### src/assert_macros.svh
// Assertion helpers for the RTL files; clp_parser includes them.
// CLP_ASSERT is sampled on the clock and switched off while reset is held.
// CLP_ASSERT_ANY is sampled on the clock at every edge, reset or not.
`ifndef ASSERT_MACROS_SVH
`define ASSERT_MACROS_SVH

`define CLP_ASSERT(label, prop) \
  label: assert property (@(posedge clk_i) disable iff (!rst_ni) prop) \
    else $error("%m: assertion failed");

`define CLP_ASSERT_ANY(label, prop) \
  label: assert property (@(posedge clk_i) prop) \
    else $error("%m: assertion failed");

`endif

### src/clp_pkg.sv
`timescale 1ns / 1ps

package clp_pkg;

  // Characters that the parser recognises.
  localparam logic [7:0] CHAR_CR     = 8'h0D;
  localparam logic [7:0] CHAR_EQUALS = 8'h3D;
  localparam logic [7:0] CHAR_ZERO   = 8'h30;
  localparam logic [7:0] CHAR_NINE   = 8'h39;
  localparam logic [7:0] CHAR_A      = 8'h41;
  localparam logic [7:0] CHAR_Z      = 8'h5A;

  // Command letters as held in the seven bit opcode.
  localparam logic [6:0] OP_A = 7'h41;
  localparam logic [6:0] OP_B = 7'h42;
  localparam logic [6:0] OP_C = 7'h43;
  localparam logic [6:0] OP_E = 7'h45;
  localparam logic [6:0] OP_O = 7'h4F;
  localparam logic [6:0] OP_R = 7'h52;
  localparam logic [6:0] OP_S = 7'h53;
  localparam logic [6:0] OP_T = 7'h54;
  localparam logic [6:0] OP_U = 7'h55;
  localparam logic [6:0] OP_V = 7'h56;
  localparam logic [6:0] OP_W = 7'h57;
  localparam logic [6:0] OP_Z = 7'h5A;

  // Index limits of the indexed commands.
  localparam logic [7:0] ChannelMax  = 8'd8;
  localparam logic [7:0] EepromItems = 8'd16;
  localparam logic [7:0] UsbPorts    = 8'd2;

  typedef enum logic [1:0] {
    ST_OK        = 2'd0,
    ST_UNKNOWN   = 2'd1,
    ST_BAD_INDEX = 2'd2,
    ST_NO_SET    = 2'd3
  } clp_status_e;

  // One received byte waiting in the input register.
  typedef struct packed {
    logic       valid;
    logic [7:0] rx_byte;
  } clp_byte_t;

  // One decoded command.
  typedef struct packed {
    logic [6:0]  opcode;
    logic [7:0]  entry_index;
    logic        is_write;
    logic [31:0] write_value;
    clp_status_e status;
  } clp_cmd_t;

endpackage

### src/clp_if.sv
`timescale 1ns / 1ps

// Received byte channel.
interface clp_rx_if;
  logic       valid;
  logic       ready;
  logic [7:0] rx_byte;

  modport source (output valid, output rx_byte, input ready);
  modport sink (input valid, input rx_byte, output ready);
endinterface

// Decoded command channel.
interface clp_cmd_if;
  logic        valid;
  logic        ready;
  logic [6:0]  opcode;
  logic [7:0]  entry_index;
  logic        is_write;
  logic [31:0] write_value;
  logic [1:0]  status;

  modport source (
    output valid, output opcode, output entry_index, output is_write,
    output write_value, output status, input ready
  );
  modport sink (
    input valid, input opcode, input entry_index, input is_write,
    input write_value, input status, output ready
  );
endinterface

### src/clp_in_stage.sv
`timescale 1ns / 1ps

module clp_in_stage import clp_pkg::*; (
  input  logic      clk_i,
  input  logic      rst_ni,
  clp_rx_if.sink    rx_i,
  input  logic      take_i,
  output clp_byte_t byte_o
);

  logic       valid_q;
  logic [7:0] byte_q;

  // The register can be refilled when it is empty or its item leaves now.
  assign rx_i.ready = !valid_q || take_i;

  always_ff @(posedge clk_i or negedge rst_ni) begin
    if (!rst_ni) begin
      valid_q <= 1'b0;
    end else if (rx_i.ready) begin
      valid_q <= rx_i.valid;
    end
  end

  // Payload is only loaded on an accepted item.
  always_ff @(posedge clk_i) begin
    if (rx_i.valid && rx_i.ready) begin
      byte_q <= rx_i.rx_byte;
    end
  end

  assign byte_o.valid   = valid_q;
  assign byte_o.rx_byte = byte_q;

endmodule

### src/clp_parser.sv
`timescale 1ns / 1ps

`include "assert_macros.svh"

module clp_parser import clp_pkg::*; #(
  parameter logic [7:0] EepromItems = clp_pkg::EepromItems,
  parameter logic [7:0] UsbPorts    = clp_pkg::UsbPorts
) (
  input  logic      clk_i,
  input  logic      rst_ni,
  input  clp_byte_t byte_i,
  input  logic      out_free_i,
  output logic      take_o,
  output logic      push_o,
  output clp_cmd_t  cmd_o
);

  typedef enum logic [2:0] {
    PH_IDLE = 3'd0,
    PH_CMD  = 3'd1,
    PH_EQ   = 3'd2,
    PH_DATA = 3'd3,
    PH_WAIT = 3'd4
  } phase_e;

  phase_e      phase_q, phase_d;
  logic [6:0]  opcode_q, opcode_d;
  logic [7:0]  index_q, index_d;
  logic        write_q, write_d;
  logic [31:0] value_q, value_d;

  logic        is_cr;
  logic        is_eq;
  logic        is_digit;
  logic        is_letter;
  logic [3:0]  digit;
  logic [7:0]  index_next;
  logic [31:0] value_next;
  logic        emit;
  clp_status_e status;

  // Character classes of the byte in the input register.
  assign is_cr     = (byte_i.rx_byte == CHAR_CR);
  assign is_eq     = (byte_i.rx_byte == CHAR_EQUALS);
  assign is_digit  = (byte_i.rx_byte >= CHAR_ZERO) && (byte_i.rx_byte <= CHAR_NINE);
  assign is_letter = (byte_i.rx_byte >= CHAR_A) && (byte_i.rx_byte <= CHAR_Z);
  assign digit     = 4'(byte_i.rx_byte - CHAR_ZERO);

  // Decimal accumulation as x*8 + x*2 + digit, wrapping at the register width.
  assign index_next = {index_q[4:0], 3'b000} + {index_q[6:0], 1'b0} + {4'b0000, digit};
  assign value_next = {value_q[28:0], 3'b000} + {value_q[30:0], 1'b0} + {28'd0, digit};

  // Next state of the parser for the current byte.
  always_comb begin
    phase_d  = phase_q;
    opcode_d = opcode_q;
    index_d  = index_q;
    write_d  = write_q;
    value_d  = value_q;
    emit     = 1'b0;
    unique case (phase_q)
      PH_IDLE: begin
        if (is_letter) begin
          opcode_d = byte_i.rx_byte[6:0];
          index_d  = '0;
          write_d  = 1'b0;
          value_d  = '0;
          phase_d  = PH_CMD;
        end
      end
      PH_CMD: begin
        if (is_cr) begin
          emit    = 1'b1;
          phase_d = PH_IDLE;
        end else if (is_eq) begin
          write_d = 1'b1;
          phase_d = PH_EQ;
        end else if (is_digit) begin
          index_d = index_next;
        end
      end
      PH_EQ: begin
        if (is_cr) begin
          emit    = 1'b1;
          phase_d = PH_IDLE;
        end else if (is_digit) begin
          value_d = {28'd0, digit};
          phase_d = PH_DATA;
        end else begin
          phase_d = PH_WAIT;
        end
      end
      PH_DATA: begin
        if (is_cr) begin
          emit    = 1'b1;
          phase_d = PH_IDLE;
        end else if (is_digit) begin
          value_d = value_next;
        end else begin
          phase_d = PH_WAIT;
        end
      end
      PH_WAIT: begin
        if (is_cr) begin
          phase_d = PH_IDLE;
        end
      end
      default: begin
        phase_d = PH_IDLE;
      end
    endcase
  end

  // Status of the held command by its letter.
  always_comb begin
    unique case (opcode_q) inside
      OP_A: begin
        if (write_q) begin
          status = ST_NO_SET;
        end else begin
          status = (index_q == 8'd1) ? ST_OK : ST_BAD_INDEX;
        end
      end
      OP_B, OP_S, OP_V: begin
        status = write_q ? ST_NO_SET : ST_OK;
      end
      OP_C: begin
        status = (index_q <= ChannelMax) ? ST_OK : ST_BAD_INDEX;
      end
      OP_E: begin
        status = (index_q < EepromItems) ? ST_OK : ST_BAD_INDEX;
      end
      OP_U: begin
        status = (index_q >= 8'd1 && index_q <= UsbPorts) ? ST_OK : ST_BAD_INDEX;
      end
      OP_O, OP_R, OP_T, OP_W: begin
        status = ST_OK;
      end
      default: begin
        status = ST_UNKNOWN;
      end
    endcase
  end

  // A byte that ends a command waits until the result register has room.
  assign take_o = byte_i.valid && (!emit || out_free_i);
  assign push_o = byte_i.valid && emit && out_free_i;

  // Parser state advances once per consumed item.
  always_ff @(posedge clk_i or negedge rst_ni) begin
    if (!rst_ni) begin
      phase_q  <= PH_IDLE;
      opcode_q <= '0;
      index_q  <= '0;
      write_q  <= 1'b0;
      value_q  <= '0;
    end else if (take_o) begin
      phase_q  <= phase_d;
      opcode_q <= opcode_d;
      index_q  <= index_d;
      write_q  <= write_d;
      value_q  <= value_d;
    end
  end

  assign cmd_o.opcode      = opcode_q;
  assign cmd_o.entry_index = index_q;
  assign cmd_o.is_write    = write_q;
  assign cmd_o.write_value = value_q;
  assign cmd_o.status      = status;

  // A command only leaves from one of the line phases.
  `CLP_ASSERT(a_emit_phase, emit |-> (phase_q == PH_CMD || phase_q == PH_EQ || phase_q == PH_DATA))
  // Every emitted command carries a capital letter.
  `CLP_ASSERT(a_push_letter, push_o |-> (cmd_o.opcode >= OP_A && cmd_o.opcode <= OP_Z))
  // After a command is pushed the parser is back at the start of a line.
  `CLP_ASSERT(a_push_idle, push_o |=> (phase_q == PH_IDLE))
  // A stalled byte leaves the parser state untouched.
  `CLP_ASSERT(a_stall_hold, (byte_i.valid && !take_o) |=> ($stable(phase_q) && $stable(value_q)))
  // A push never overwrites a result that is still waiting.
  `CLP_ASSERT_ANY(a_push_room, push_o |-> out_free_i)

endmodule

### src/clp_out_stage.sv
`timescale 1ns / 1ps

module clp_out_stage import clp_pkg::*; (
  input  logic      clk_i,
  input  logic      rst_ni,
  input  logic      push_i,
  input  clp_cmd_t  cmd_i,
  output logic      out_free_o,
  clp_cmd_if.source cmd_o
);

  logic     valid_q;
  clp_cmd_t cmd_q;

  // Room for a new result when empty or when the waiting one is taken now.
  assign out_free_o = !valid_q || cmd_o.ready;

  always_ff @(posedge clk_i or negedge rst_ni) begin
    if (!rst_ni) begin
      valid_q <= 1'b0;
    end else if (out_free_o) begin
      valid_q <= push_i;
    end
  end

  always_ff @(posedge clk_i) begin
    if (push_i) begin
      cmd_q <= cmd_i;
    end
  end

  assign cmd_o.valid       = valid_q;
  assign cmd_o.opcode      = cmd_q.opcode;
  assign cmd_o.entry_index = cmd_q.entry_index;
  assign cmd_o.is_write    = cmd_q.is_write;
  assign cmd_o.write_value = cmd_q.write_value;
  assign cmd_o.status      = cmd_q.status;

endmodule

### src/ascii_command_line_parser_top.sv
`timescale 1ns / 1ps

// Command line parser: takes one received character per item on rx_i and,
// for every line of the form letter, optional decimal index, optional '='
// and decimal value, ended by a carriage return, delivers one decoded command
// with its status on cmd_o; a line whose value is malformed yields nothing.
// The block accepts one character in every cycle while input is not held
// back. A character passes an input register, the parser state update and a
// result register, which takes a command as its carriage return is consumed.
// Input is held back only while a finished command waits in the result
// register and the carriage return of the next command waits in the input
// register.

module ascii_command_line_parser_top import clp_pkg::*; #(
  parameter logic [7:0] EepromItems = clp_pkg::EepromItems,
  parameter logic [7:0] UsbPorts    = clp_pkg::UsbPorts
) (
  input  logic      clk_i,
  input  logic      rst_ni,
  clp_rx_if.sink    rx_i,
  clp_cmd_if.source cmd_o
);

  clp_byte_t byte_w;
  clp_cmd_t  cmd_w;
  logic      take_w;
  logic      push_w;
  logic      out_free_w;

  clp_in_stage u_in_stage (
    .clk_i  (clk_i),
    .rst_ni (rst_ni),
    .rx_i   (rx_i),
    .take_i (take_w),
    .byte_o (byte_w)
  );

  clp_parser #(
    .EepromItems (EepromItems),
    .UsbPorts    (UsbPorts)
  ) u_parser (
    .clk_i      (clk_i),
    .rst_ni     (rst_ni),
    .byte_i     (byte_w),
    .out_free_i (out_free_w),
    .take_o     (take_w),
    .push_o     (push_w),
    .cmd_o      (cmd_w)
  );

  clp_out_stage u_out_stage (
    .clk_i      (clk_i),
    .rst_ni     (rst_ni),
    .push_i     (push_w),
    .cmd_i      (cmd_w),
    .out_free_o (out_free_w),
    .cmd_o      (cmd_o)
  );

endmodule

### src/flat_wrapper.sv
// flat-port wrapper written by rule: the top's interface ports become plain ports
module ascii_command_line_parser_top_flat import clp_pkg::*;
#(
  parameter logic [7:0] EepromItems = clp_pkg::EepromItems,
  parameter logic [7:0] UsbPorts    = clp_pkg::UsbPorts
)
  (clk_i, rst_ni, rx_i_valid, rx_i_rx_byte, rx_i_ready, cmd_o_valid, cmd_o_opcode, cmd_o_entry_index, cmd_o_is_write, cmd_o_write_value, cmd_o_status, cmd_o_ready);
  clp_rx_if rx_i_i ();
  clp_cmd_if cmd_o_i ();
  input  logic clk_i;
  input  logic rst_ni;
  input wire logic [$bits(rx_i_i.valid)-1:0] rx_i_valid;
  input wire logic [$bits(rx_i_i.rx_byte)-1:0] rx_i_rx_byte;
  output wire logic [$bits(rx_i_i.ready)-1:0] rx_i_ready;
  output wire logic [$bits(cmd_o_i.valid)-1:0] cmd_o_valid;
  output wire logic [$bits(cmd_o_i.opcode)-1:0] cmd_o_opcode;
  output wire logic [$bits(cmd_o_i.entry_index)-1:0] cmd_o_entry_index;
  output wire logic [$bits(cmd_o_i.is_write)-1:0] cmd_o_is_write;
  output wire logic [$bits(cmd_o_i.write_value)-1:0] cmd_o_write_value;
  output wire logic [$bits(cmd_o_i.status)-1:0] cmd_o_status;
  input wire logic [$bits(cmd_o_i.ready)-1:0] cmd_o_ready;
  assign rx_i_i.valid = rx_i_valid;
  assign rx_i_i.rx_byte = rx_i_rx_byte;
  assign rx_i_ready = rx_i_i.ready;
  assign cmd_o_valid = cmd_o_i.valid;
  assign cmd_o_opcode = cmd_o_i.opcode;
  assign cmd_o_entry_index = cmd_o_i.entry_index;
  assign cmd_o_is_write = cmd_o_i.is_write;
  assign cmd_o_write_value = cmd_o_i.write_value;
  assign cmd_o_status = cmd_o_i.status;
  assign cmd_o_i.ready = cmd_o_ready;
  ascii_command_line_parser_top #(.EepromItems(EepromItems), .UsbPorts(UsbPorts)) u_core (.clk_i(clk_i), .rst_ni(rst_ni), .rx_i(rx_i_i), .cmd_o(cmd_o_i));
endmodule
### config.mk
export PLATFORM = sky130hd
export DESIGN_NAME = ascii_command_line_parser_top_flat
export DESIGN_NICKNAME = d
export VERILOG_FILES = /design/src/clp_pkg.sv /design/src/clp_if.sv /design/src/clp_in_stage.sv /design/src/clp_parser.sv /design/src/clp_out_stage.sv /design/src/ascii_command_line_parser_top.sv /design/src/flat_wrapper.sv
export VERILOG_INCLUDE_DIRS = /design/src /design/src/src
export SDC_FILE = /design/constraint.sdc
export NUM_CORES = 1
export LEC_CHECK = 0
export BUFFER_PORTS_ARGS = -buffer_cell sky130_fd_sc_hd__buf_4
export CORE_ASPECT_RATIO = 0.9
export CORE_MARGIN = 4
export CORE_UTILIZATION = 30
export DETAILED_ROUTE_END_ITERATION = 10
export GPL_TIMING_DRIVEN = 0
export HOLD_SLACK_MARGIN = 0.05
export PLACE_DENSITY = 0.45
export SYNTH_ARGS = -nofsm -noshare
export SYNTH_HDL_FRONTEND = slang
export SYNTH_HIERARCHICAL = 1
export SYNTH_SLANG_ARGS = --single-unit
### constraint.sdc
create_clock -name clk_i -period 3.97 [get_ports clk_i]
set_clock_uncertainty 0.15 [all_clocks]
set_input_delay 0.1985 -clock clk_i [delete_from_list [all_inputs] [get_ports clk_i]]
set_output_delay 0.1985 -clock clk_i [all_outputs]
set_load 0.05 [all_outputs]
==> run_results.csv, run 1 <==
group,metric,value,unit
min_path,worstHoldPathType,"primary input to asynchronous set/reset pin",
logic_synthesis,synthSimpleGateAreaFrac,11.9,%
critical_path,crit_type,"flip-flop to flip-flop",
critical_path,worstPathMaxFanout,4,
logic_synthesis,synth_compound_area_share,16.8,%
sta,rsz0062_at_grt,"no",
run,cap_violations,0,
placement,place_congestion,0.844,
floorplan,die_h,146,um
sta,max_freq,270,MHz
logic_synthesis,syn_avg_cell_area,11.1,sq um
critical_path,end_kind,"flip-flop",
cells_and_area,final_core_util,36.5,%
grt,grt.total_usage,12.9,%
critical_path,critical-path-top-delay-family,"compound AO/OA/AOI/OAI gates",
logic_synthesis,synth_top_family_by_area,"compound AO/OA/AOI/OAI gates",
floorplan,die_w,161,um
power,total_power,0.00304,W
critical_path,cp.arrival,3.77,ns
logic_synthesis,synth_ff_type,"edfxtp_1",
logic_synthesis,synth_area_leader_cell,"edfxtp_1",
cts,path_clk_slew,0.08,ns
critical_path,crit_path_start_kind,"flip-flop",
logic_synthesis,ys_seq_area_share,48.3,%
logic_synthesis,synthArstFlopShare,47.7,%
power,power.leakage,3.50,nW
cts,cts_num_sinks,111,
cells_and_area,nets,741,
logic_synthesis,synth_cell_types,68,
critical_path,cp.required,4.03,ns
sta,hold_viol,0,
critical_path,critPathSlowestCell,"fa_1",
logic_synthesis,synthMuxAreaShare,1.36,%
floorplan,io_pins,64,
floorplan,num_rows,50,
cts,clockRootBuffer,"clkbuf_16",
cells_and_area,n_antenna_cell,0,
status,status,"finished, final reports clean",
logic_synthesis,synthCells,570,
sta,report.final.slew_viol_count,0,
grt,grt_max_degree,54,
routing,vias,4583,
floorplan,core_area,20800,sq um
sta,period_minus_slack,3.71,ns
logic_synthesis,syn-num-nets,654,
power,peakVddDrop,185,uV
routing,drtIter0Drc,214,
critical_path,path_cells,"inv_1, fa_1, inv_1, ha_1, a211oi_1, o21ai_1, a41oi_1, nand2_1, a2111oi_2, o21ai_0, xnor2_1, o21ai_0",
power,powerDensity,399,nW/um^2
cells_and_area,fillCellCount,2078,
routing,avgViaCountPerCell,4.83,
logic_synthesis,yosysMostFrequentCell,"nand2_1",
routing,ant_nets,0,
logic_synthesis,synthXorXnorAreaFrac,4.69,%
routing,drc,0,
grt,grt.overflow.total,0,
logic_synthesis,synth_edf_count,58,
sta,whs,0.299,ns
logic_synthesis,ys_seq_elements,111,
logic_synthesis,netlist_area,6350,sq um
floorplan,start_util,30.5,%
logic_synthesis,synth_top_area_share,27.4,%
cells_and_area,areaGrowthSynthToFinish,19.8,%
cts,htreeDepth,3,
sta,slew_headroom,32.9,%
grt,antenna_found_initial,0,
grt,grt_pass1_wl,24500,um
cells_and_area,drive_above_1_share,17.7,%
routing,wl,14600,um
cts,cts_made_buffers,9,
sta,worst_slack,0.264,ns
routing,first_pass_iters,4,
logic_synthesis,synthTopCellsByArea,"edfxtp_1, dfrtp_1, ha_1",
cts,insertion_delay,0.35,ns
logic_synthesis,ys_top_cells_by_count,"nand2_1, ha_1, edfxtp_1, dfrtp_1, o21ai_0",
routing,wire_per_inst,15.4,um
placement,hpwl,10800,um
logic_synthesis,synthAdderAreaFrac,14.7,%
critical_path,crit_path_max_incr_delay,0.54,ns
cts,cts_tree,"built",
sta,fin_crit_sh,93.3,%
cts,clock_path_buffers,2,
placement,io_buffers,63,
logic_synthesis,synth_warnings,6,
sta,setup_viol,0,
grt,first_global_vias,4537,
floorplan,die_area,23600,sq um
critical_path,path_buf_inv,2,
sta,worst_slew_pin_slew,1.00,ns
placement,place_ws,0.0198,ns
-- cells by family after synthesis --
logic type	Yosys count
compound gates	159
xor+xnor	34
fa+ha+maj	72
buf+inv	35
flops	111
mux	8
simple gates	151
-- worst paths after layout --
path	from	endpoint	slack (ns)	cells after the start
worst max-delay path	u_core/u_in_stage/byte_q[3]$_DFFE_PP_	u_core/u_parser/value_q[29]$_DFFE_PN0P_	0.26	12
min in group clk_i	u_core/u_parser/value_q[31]$_DFFE_PN0P_	u_core/u_out_stage/cmd_o.write_value[31]$_DFFE_PP_	0.30	0
worst min-delay path	rst_ni	u_core/u_parser/index_q[6]$_DFFE_PN0P_	0.30	2
worst max register to register	u_core/u_in_stage/byte_q[3]$_DFFE_PP_	u_core/u_parser/value_q[29]$_DFFE_PN0P_	0.26	12
max in group asynchronous	rst_ni	u_core/u_parser/value_q[15]$_DFFE_PN0P_	2.89	2
worst min register to register	u_core/u_parser/value_q[31]$_DFFE_PN0P_	u_core/u_out_stage/cmd_o.write_value[31]$_DFFE_PP_	0.30	0
-- metal layers --
layer | up-vias | GRT usage, % | wire (um)
met3 | 20 | 1.98 | 536
li1 | 2299 | - | -
met2 | 87 | 18.9 | 6200
met1 | 2177 | 19.3 | 7600
met5 | - | 0 | 0
met4 | 0 | 4.78 | 291
-- worst register-to-register path, cell delays in order (launching register included) --
cell	delay (ns)
edfxtp_1	0.42
inv_1	0.08
fa_1	0.54
inv_1	0.07
ha_1	0.31
a211oi_1	0.31
o21ai_1	0.21
a41oi_1	0.38
nand2_1	0.19
a2111oi_2	0.44
o21ai_0	0.21
xnor2_1	0.17
o21ai_0	0.08
-- timing repair --
| action | CTS | global route |
|---|---|---|
| setup buffers | 1 | 0 |
| hold buffers | 11 | 0 |
| endpoints found under the setup margin | 1 | 0 |
| endpoints found under the hold margin | 63 | 0 |
| resized for setup | 0 | 0 |
-- metrics by stage --
stage	setup TNS (ns)	instances	instance area (sq um)
after floorplan	0	570	6350
final	0	948	7610
after global placement	-2.94	919	7190
after global routing	0	948	7610
after detailed placement	0	920	7210
after CTS	0	948	7610
-- final cells by class --
class	count	area [sq um]	area share (%)
clock inverters	7	55.1	0.724
clock buffers	9	225	2.96
plain buffers	16	76.3	1.00
flip-flops and latches	111	3070	40.3
multi-input cells	424	3140	41.3
well taps	286	358	4.70
inverters	19	71.3	0.937
repair buffers	76	611	8.02
-- power by group --
group	internal, W	switching [W]
logic	0.000314	0.000397
clock network	0.000434	0.000436
registers	0.00132	0.000134
total	0.00207	0.000967
-- registers in the layout, summed over array words and instances, names as in the netlist --
register and cells:
u_core/u_in_stage/valid_q 1, u_core/u_parser/phase_q 3, u_core/u_parser/index_q 8, u_core/u_out_stage/cmd_o.valid 1, u_core/u_parser/opcode_q 7, u_core/u_in_stage/byte_q 8, u_core/u_out_stage/cmd_o.write_value 32, u_core/u_parser/value_q 32
u_core/u_out_stage/cmd_o.entry_index 8, u_core/u_parser/write_q 1, u_core/u_out_stage/cmd_o.status 2, u_core/u_out_stage/cmd_o.is_write 1, u_core/u_out_stage/cmd_o.opcode 7
-- cells in the final DEF (no fill, tap or decap), types with 5 or more instances in the layout --
master,n
a21o_1,23
a21oi_1,24
buf_2,6
buf_4,66
clkbuf_1,6
clkbuf_16,9
dfrtp_1,53
dlygate4sd3_1,11
edfxtp_1,58
ha_1,68
inv_1,18
mux2_2,5
nand2_1,69
nand2b_1,5
nand3_1,8
nand4_1,7
nor2_1,18
nor2b_1,6
nor3_1,9
o21a_1,6
o21ai_0,47
o21ai_1,6
o31ai_1,16
xnor2_1,21
xor2_1,13
No activity file was read; power rests on OpenSTA's default activity.
==> run 2, diff against run 1 <==
==> constraint.sdc (replaced) <==
create_clock -name clk_i -period 3.1 [get_ports clk_i]
set_clock_uncertainty 0.15 [all_clocks]
set_input_delay 0.155 -clock clk_i [delete_from_list [all_inputs] [get_ports clk_i]]
set_output_delay 0.155 -clock clk_i [all_outputs]
set_load 0.05 [all_outputs]
==> run 2 against run 1 <==
The run now ends with setup timing left; global-route usage is 0.29 points higher; combinational power is 42% higher; worst setup slack got worse by 0.30 ns; largest cell class unchanged; largest power group unchanged.
==> run_results.csv, run 2 (synthesis gave the netlist of run 1 again) <==
group,metric,value,unit
power,peakVddDrop,251,uV
critical_path,cp.required,3.20,ns
floorplan,io_pins,64,
run,cap_violations,0,
critical_path,end_kind,"flip-flop",
cells_and_area,nets,757,
critical_path,crit_type,"flip-flop to flip-flop",
grt,grt.overflow.total,0,
min_path,worstHoldPathType,"primary input to asynchronous set/reset pin",
routing,first_pass_iters,4,
critical_path,cp.arrival,3.23,ns
critical_path,crit_path_max_incr_delay,0.45,ns
critical_path,rr_startpoint,"u_core/u_in_stage/byte_q[2]$_DFFE_PP_",
critical_path,critPathSlowestCell,"edfxtp_1",
sta,report.final.slew_viol_count,0,
routing,wl,15200,um
grt,grt_pass1_wl,25200,um
placement,place_area,7220,sq um
routing,wire_per_inst,15.8,um
cts,cts_num_sinks,111,
routing,ant_nets,0,
cells_and_area,n_antenna_cell,0,
sta,slew_headroom,34.6,%
routing,vias,4675,
power,powerDensity,509,nW/um^2
sta,worst_slew_pin_slew,0.979,ns
cts,cts_tree,"built",
status,violations,"setup timing",
floorplan,core_area,20800,sq um
cells_and_area,drive_above_1_share,22.3,%
critical_path,worstPathMaxFanout,3,
grt,grt.total_usage,13.2,%
critical_path,path_cells,"ha_1, ha_4, fa_2, a21o_1, a21oi_2, o21a_2, nor3_2, o21ai_2, nor4_2, or3_1, a32o_1",
floorplan,start_util,30.5,%
cells_and_area,instances_no_fill,964,
floorplan,die_h,146,um
cells_and_area,finalInstanceArea,7890,sq um
cells_and_area,mostFrequentLayoutCells,"buf_4, nand2_1, ha_1",
cells_and_area,final_common_cell,"buf_4",
cts,htreeDepth,3,
sta,max_freq,319,MHz
placement,place_congestion,0.872,
placement,hpwl,10900,um
floorplan,num_rows,50,
power,p_int,0.00271,W
floorplan,die_area,23600,sq um
status,status,"finished, violations left",
sta,fin_crit_sh,101,%
power,pwr-share-seq,46.1,%
sta,whs,0.249,ns
floorplan,die_w,161,um
grt,antenna_found_initial,0,
power,pwr-share-comb,25.1,%
sta,worst_slack,-0.0324,ns
routing,avgViaCountPerCell,4.85,
placement,placedCellCount,920,
cts,cts_made_buffers,9,
cts,clockRootBuffer,"clkbuf_16",
power,p_sw,0.00130,W
critical_path,crit_path_start_kind,"flip-flop",
routing,drtIter0Drc,234,
placement,io_buffers,63,
power,power.leakage,3.60,nW
power,p_sw_share,32.5,%
sta,hold_viol,0,
sta,period_minus_slack,3.13,ns
grt,grt_max_degree,54,
routing,drc,0,
grt,first_global_vias,4771,
cts,insertion_delay,0.36,ns
sta,setup_viol,4,
cts,path_clk_slew,0.08,ns
cts,clock_path_buffers,2,
sta,rsz0062_at_grt,"yes",
cells_and_area,areaGrowthSynthToFinish,24.1,%
critical_path,critPathLaunch,"u_core/u_in_stage/byte_q[2]$_DFFE_PP_",
power,power_frac_clock,28.8,%
run 2: repair_timing:
action,in CTS,in global routing
endpoints found under the setup margin,17,19
buffers inserted,14,3
hold endpoints to repair,71,0
resized for setup,18,15
pin swaps,15,14
hold buffers,11,0
gates cloned,0,0
run 2: per-layer routing:
layer,share of wire [%],vias up,GRT usage (%)
met1,50,2219,18.6
li1,-,2347,-
met4,1.8,0,4.26
met3,3.4,20,2.51
met2,44,89,20.5
met5,0,-,0
run 2: critical path, delay by kind of cell (launching register included):
family                     cells  cell delay [ns]
AOI/OAI and AO/OA              5             0.99
adders and majority gates      3             0.91
DFF                            1             0.45
and+or+nand+nor                3             0.51
run 2: power groups by stage:
stage | Sequential (W) | Clock (W) | Combinational, W
2_1_floorplan | 0.00183 | 0 | 0.000724
3_3_place_gp | 0.00190 | 0 | 0.000899
3_5_place_dp | 0.00190 | 0 | 0.000917
4_1_cts | 0.00185 | 0.00120 | 0.000996
5_1_grt | 0.00188 | 0.00126 | 0.00116
6_report | 0.00185 | 0.00116 | 0.00101
run 2: layout make-up:
cell class                      instances  area [sq um]
Clock inverter                          6          60.1
Clock buffer                           10           229
Fill cell                            2079         12900
Inverter                               19          71.3
Tap cell                              286           358
Timing Repair Buffer                   92           738
Sequential cell                       111          3070
Multi-Input combinational cell        424          3280
Buffer                                 16          76.3
run 2: worst paths after layout:
kind / cells past startpoint / end / slack, ns
max in group asynchronous: 2 / u_core/u_parser/value_q[1]$_DFFE_PN0P_ / 2.01
worst min-delay path: 2 / u_core/u_parser/value_q[10]$_DFFE_PN0P_ / 0.25
worst min register to register: 0 / u_core/u_out_stage/cmd_o.write_value[31]$_DFFE_PP_ / 0.30
worst max-delay path: 11 / u_core/u_parser/value_q[28]$_DFFE_PN0P_ / -0.03
min in group clk_i: 0 / u_core/u_out_stage/cmd_o.write_value[31]$_DFFE_PP_ / 0.30
worst max register to register: 11 / u_core/u_parser/value_q[28]$_DFFE_PN0P_ / -0.03
run 2: metrics by stage:
step	TNS, ns	total power, W	util, %	worst slack, ns
floorplan	0	0.00255	-	0.0369
global placement	-10.43	0.00280	34.6	-0.631
detailed placement	-4.17	0.00282	34.6	-0.632
CTS	-0.130	0.00405	37.5	-0.0625
global route	-1.05	0.00431	37.8	-0.180
finish	-0.0749	0.00402	37.8	-0.0324
==> run 3, diff against run 2 <==
==> constraint.sdc (replaced) <==
create_clock -name clk_i -period 2.7 [get_ports clk_i]
set_clock_uncertainty 0.15 [all_clocks]
set_input_delay 0.135 -clock clk_i [delete_from_list [all_inputs] [get_ports clk_i]]
set_output_delay 0.135 -clock clk_i [all_outputs]
set_load 0.05 [all_outputs]
==> run 3 against run 2 <==
The run still ends with setup timing left; global-route usage is 0.13 points lower; routed wire length is 4.1% higher; critical path depth is 1 higher; largest power group unchanged; clock power is 14% higher; clock-buffer cell count is 1 lower; maximum frequency is 0.72% lower; cell count is 1.8% higher; first-iteration DRC count is 9.4% higher.
==> run_results.csv, run 3 (synthesis gave the netlist of run 1 again) <==
group,metric,value,unit
grt,first_global_vias,4755,
cells_and_area,mostFrequentLayoutCells,"buf_4, nand2_1, ha_1",
status,violations,"setup timing",
cts,clockRootBuffer,"clkbuf_16",
sta,fin_crit_sh,117,%
critical_path,end_kind,"flip-flop",
placement,io_buffers,63,
critical_path,cp.depth,12,
critical_path,rrSetupSlack,-0.46,ns
cells_and_area,n_antenna_cell,0,
sta,hold_viol,0,
grt,grt.overflow.total,0,
routing,wl,15800,um
critical_path,critPathLaunch,"u_core/u_in_stage/byte_q[3]$_DFFE_PP_",
critical_path,path_buf_inv,2,
placement,hpwl,11100,um
critical_path,crit_path_start_kind,"flip-flop",
sta,worst_slew_pin_slew,0.753,ns
critical_path,worstPathMaxFanout,3,
routing,first_pass_iters,5,
power,p_sw,0.00155,W
cells_and_area,final_core_util,39.7,%
routing,vias,4774,
routing,ant_nets,0,
critical_path,cp.required,2.80,ns
floorplan,io_pins,64,
cells_and_area,instances_no_fill,981,
sta,period_minus_slack,3.16,ns
min_path,worstHoldPathType,"primary input to asynchronous set/reset pin",
power,power_frac_clock,27.9,%
critical_path,critical-path-top-delay-family,"compound AO/OA/AOI/OAI gates",
grt,grt_max_degree,54,
critical_path,rr_startpoint,"u_core/u_in_stage/byte_q[3]$_DFFE_PP_",
floorplan,die_h,146,um
critical_path,crit_end,"u_core/u_parser/value_q[30]$_DFFE_PN0P_",
status,status,"finished, violations left",
sta,report.final.slew_viol_count,0,
power,pwr-share-comb,26.8,%
placement,place_congestion,0.846,
critical_path,r2r_cells,12,
cells_and_area,fillCellCount,2010,
cts,cts_num_sinks,111,
routing,drc,0,
grt,grt.total_usage,13.1,%
power,peakVddDrop,287,uV
power,powerDensity,571,nW/um^2
sta,rsz0062_at_grt,"yes",
cells_and_area,areaGrowthSynthToFinish,30.3,%
cts,insertion_delay,0.36,ns
floorplan,start_util,30.5,%
critical_path,path_cells,"inv_1, fa_1, inv_2, fa_2, a21o_1, a21oi_2, o21a_2, o221ai_4, a2bb2oi_4, nor4_2, or3_1, a32o_1",
cts,path_clk_slew,0.08,ns
cts,cts_tree,"built",
critical_path,critPathSlowestCell,"fa_1",
floorplan,die_area,23600,sq um
floorplan,num_rows,50,
routing,avgViaCountPerCell,4.87,
critical_path,crit_type,"flip-flop to flip-flop",
grt,antenna_found_initial,0,
critical_path,crit_path_max_incr_delay,0.49,ns
grt,grt_pass1_wl,25000,um
cells_and_area,nets,774,
cells_and_area,final_common_cell,"buf_4",
floorplan,core_area,20800,sq um
placement,placedCellCount,920,
sta,slew_headroom,49.8,%
routing,wire_per_inst,16.1,um
sta,worst_slack,-0.455,ns
power,power.leakage,3.78,nW
cells_and_area,drive_above_1_share,28.2,%
cts,clock_path_buffers,2,
critical_path,r2r-end,"u_core/u_parser/value_q[30]$_DFFE_PN0P_",
cts,cts_made_buffers,9,
run,cap_violations,0,
power,p_sw_share,32.9,%
cts,htreeDepth,3,
sta,setup_tns,-5.30,ns
sta,setup_viol,19,
sta,max_freq,317,MHz
critical_path,cp.arrival,3.25,ns
routing,drtIter0Drc,256,
floorplan,die_w,161,um
power,pwr-share-seq,45.2,%
power,p_int,0.00317,W
run 3: cell types whose count changed in the layout (fill, tap and decap cells not counted), moves of 4 or more:
cell / change
a21oi_2: +5
o31ai_1: -4
o21ai_0: -14
buf_6: +9
o21ai_1: +10
buf_4: +6
a21oi_1: -4
run 3: per-stage QoR:
| step | power (W) | hold WS, ns | cell area [sq um] | setup slack (ns) |
|---|---|---|---|---|
| after floorplan | 0.00293 | -0.311 | 6400 | -0.347 |
| after global placement | 0.00321 | 0.110 | 7230 | -0.783 |
| after detailed placement | 0.00325 | 0.116 | 7250 | -0.784 |
| after CTS | 0.00469 | 0.276 | 8000 | -0.537 |
| after global routing | 0.00500 | 0.311 | 8280 | -0.602 |
| final | 0.00473 | 0.238 | 8280 | -0.455 |
run 3: worst min path at each step:
stage                     slack, ns    from                                      end
final                          0.24  rst_ni  u_core/u_parser/value_q[12]$_DFFE_PN0P_
after global routing           0.31  rst_ni   u_core/u_parser/value_q[7]$_DFFE_PN0P_
after CTS                      0.28  rst_ni  u_core/u_parser/value_q[12]$_DFFE_PN0P_
after detailed placement       0.12  rst_ni  u_core/u_parser/value_q[12]$_DFFE_PN0P_
after global placement         0.11  rst_ni  u_core/u_parser/value_q[12]$_DFFE_PN0P_
after floorplan               -0.31  rst_ni    u_core/u_in_stage/valid_q$_DFFE_PN0P_
run 3: power by group through the flow:
| stage | Clock [W] | Combinational (W) | Sequential, W |
|---|---|---|---|
| 6_report | 0.00132 | 0.00127 | 0.00214 |
| 5_1_grt | 0.00143 | 0.00141 | 0.00217 |
| 4_1_cts | 0.00137 | 0.00119 | 0.00214 |
| 3_5_place_dp | 0 | 0.00106 | 0.00218 |
| 3_3_place_gp | 0 | 0.00103 | 0.00218 |
| 2_1_floorplan | 0 | 0.000833 | 0.00210 |
run 3: final cells by class:
cell class | count | area [sq um] | area share, %
multi-input cells | 424 | 3460 | 41.8
inverters | 19 | 71.3 | 0.862
flip-flops and latches | 111 | 3070 | 37.1
clock inverters | 7 | 71.3 | 0.862
plain buffers | 16 | 98.8 | 1.19
repair buffers | 109 | 927 | 11.2
clock buffers | 9 | 225 | 2.72
well taps | 286 | 358 | 4.32
run 3: timing repair:
action	CTS	global route
endpoints found under the hold margin	71	0
pin swaps	26	35
hold buffers	11	0
gates resized for setup	44	50
endpoints found under the setup margin	59	48
setup buffers	22	15
gates cloned	0	2
run 3: routing by layer:
layer  vias to the layer above  routed length (um)  track usage (%)
met2                        60                7240             20.5
met3                        11                 469             2.65
li1                       2368                   -                -
met5                         -                   0                0
met1                      2335                7930             18.4
met4                         0                 171             3.80
run 3: worst reg2reg max path, delay by kind of cell (launching register included):
family | cells | cell delay, ns
flip-flops | 1 | 0.41
AND/OR/NAND/NOR | 2 | 0.37
AO/OA/AOI/OAI | 6 | 1.15
adder cells (fa/ha/maj) | 2 | 0.84
buffers and inverters | 2 | 0.12
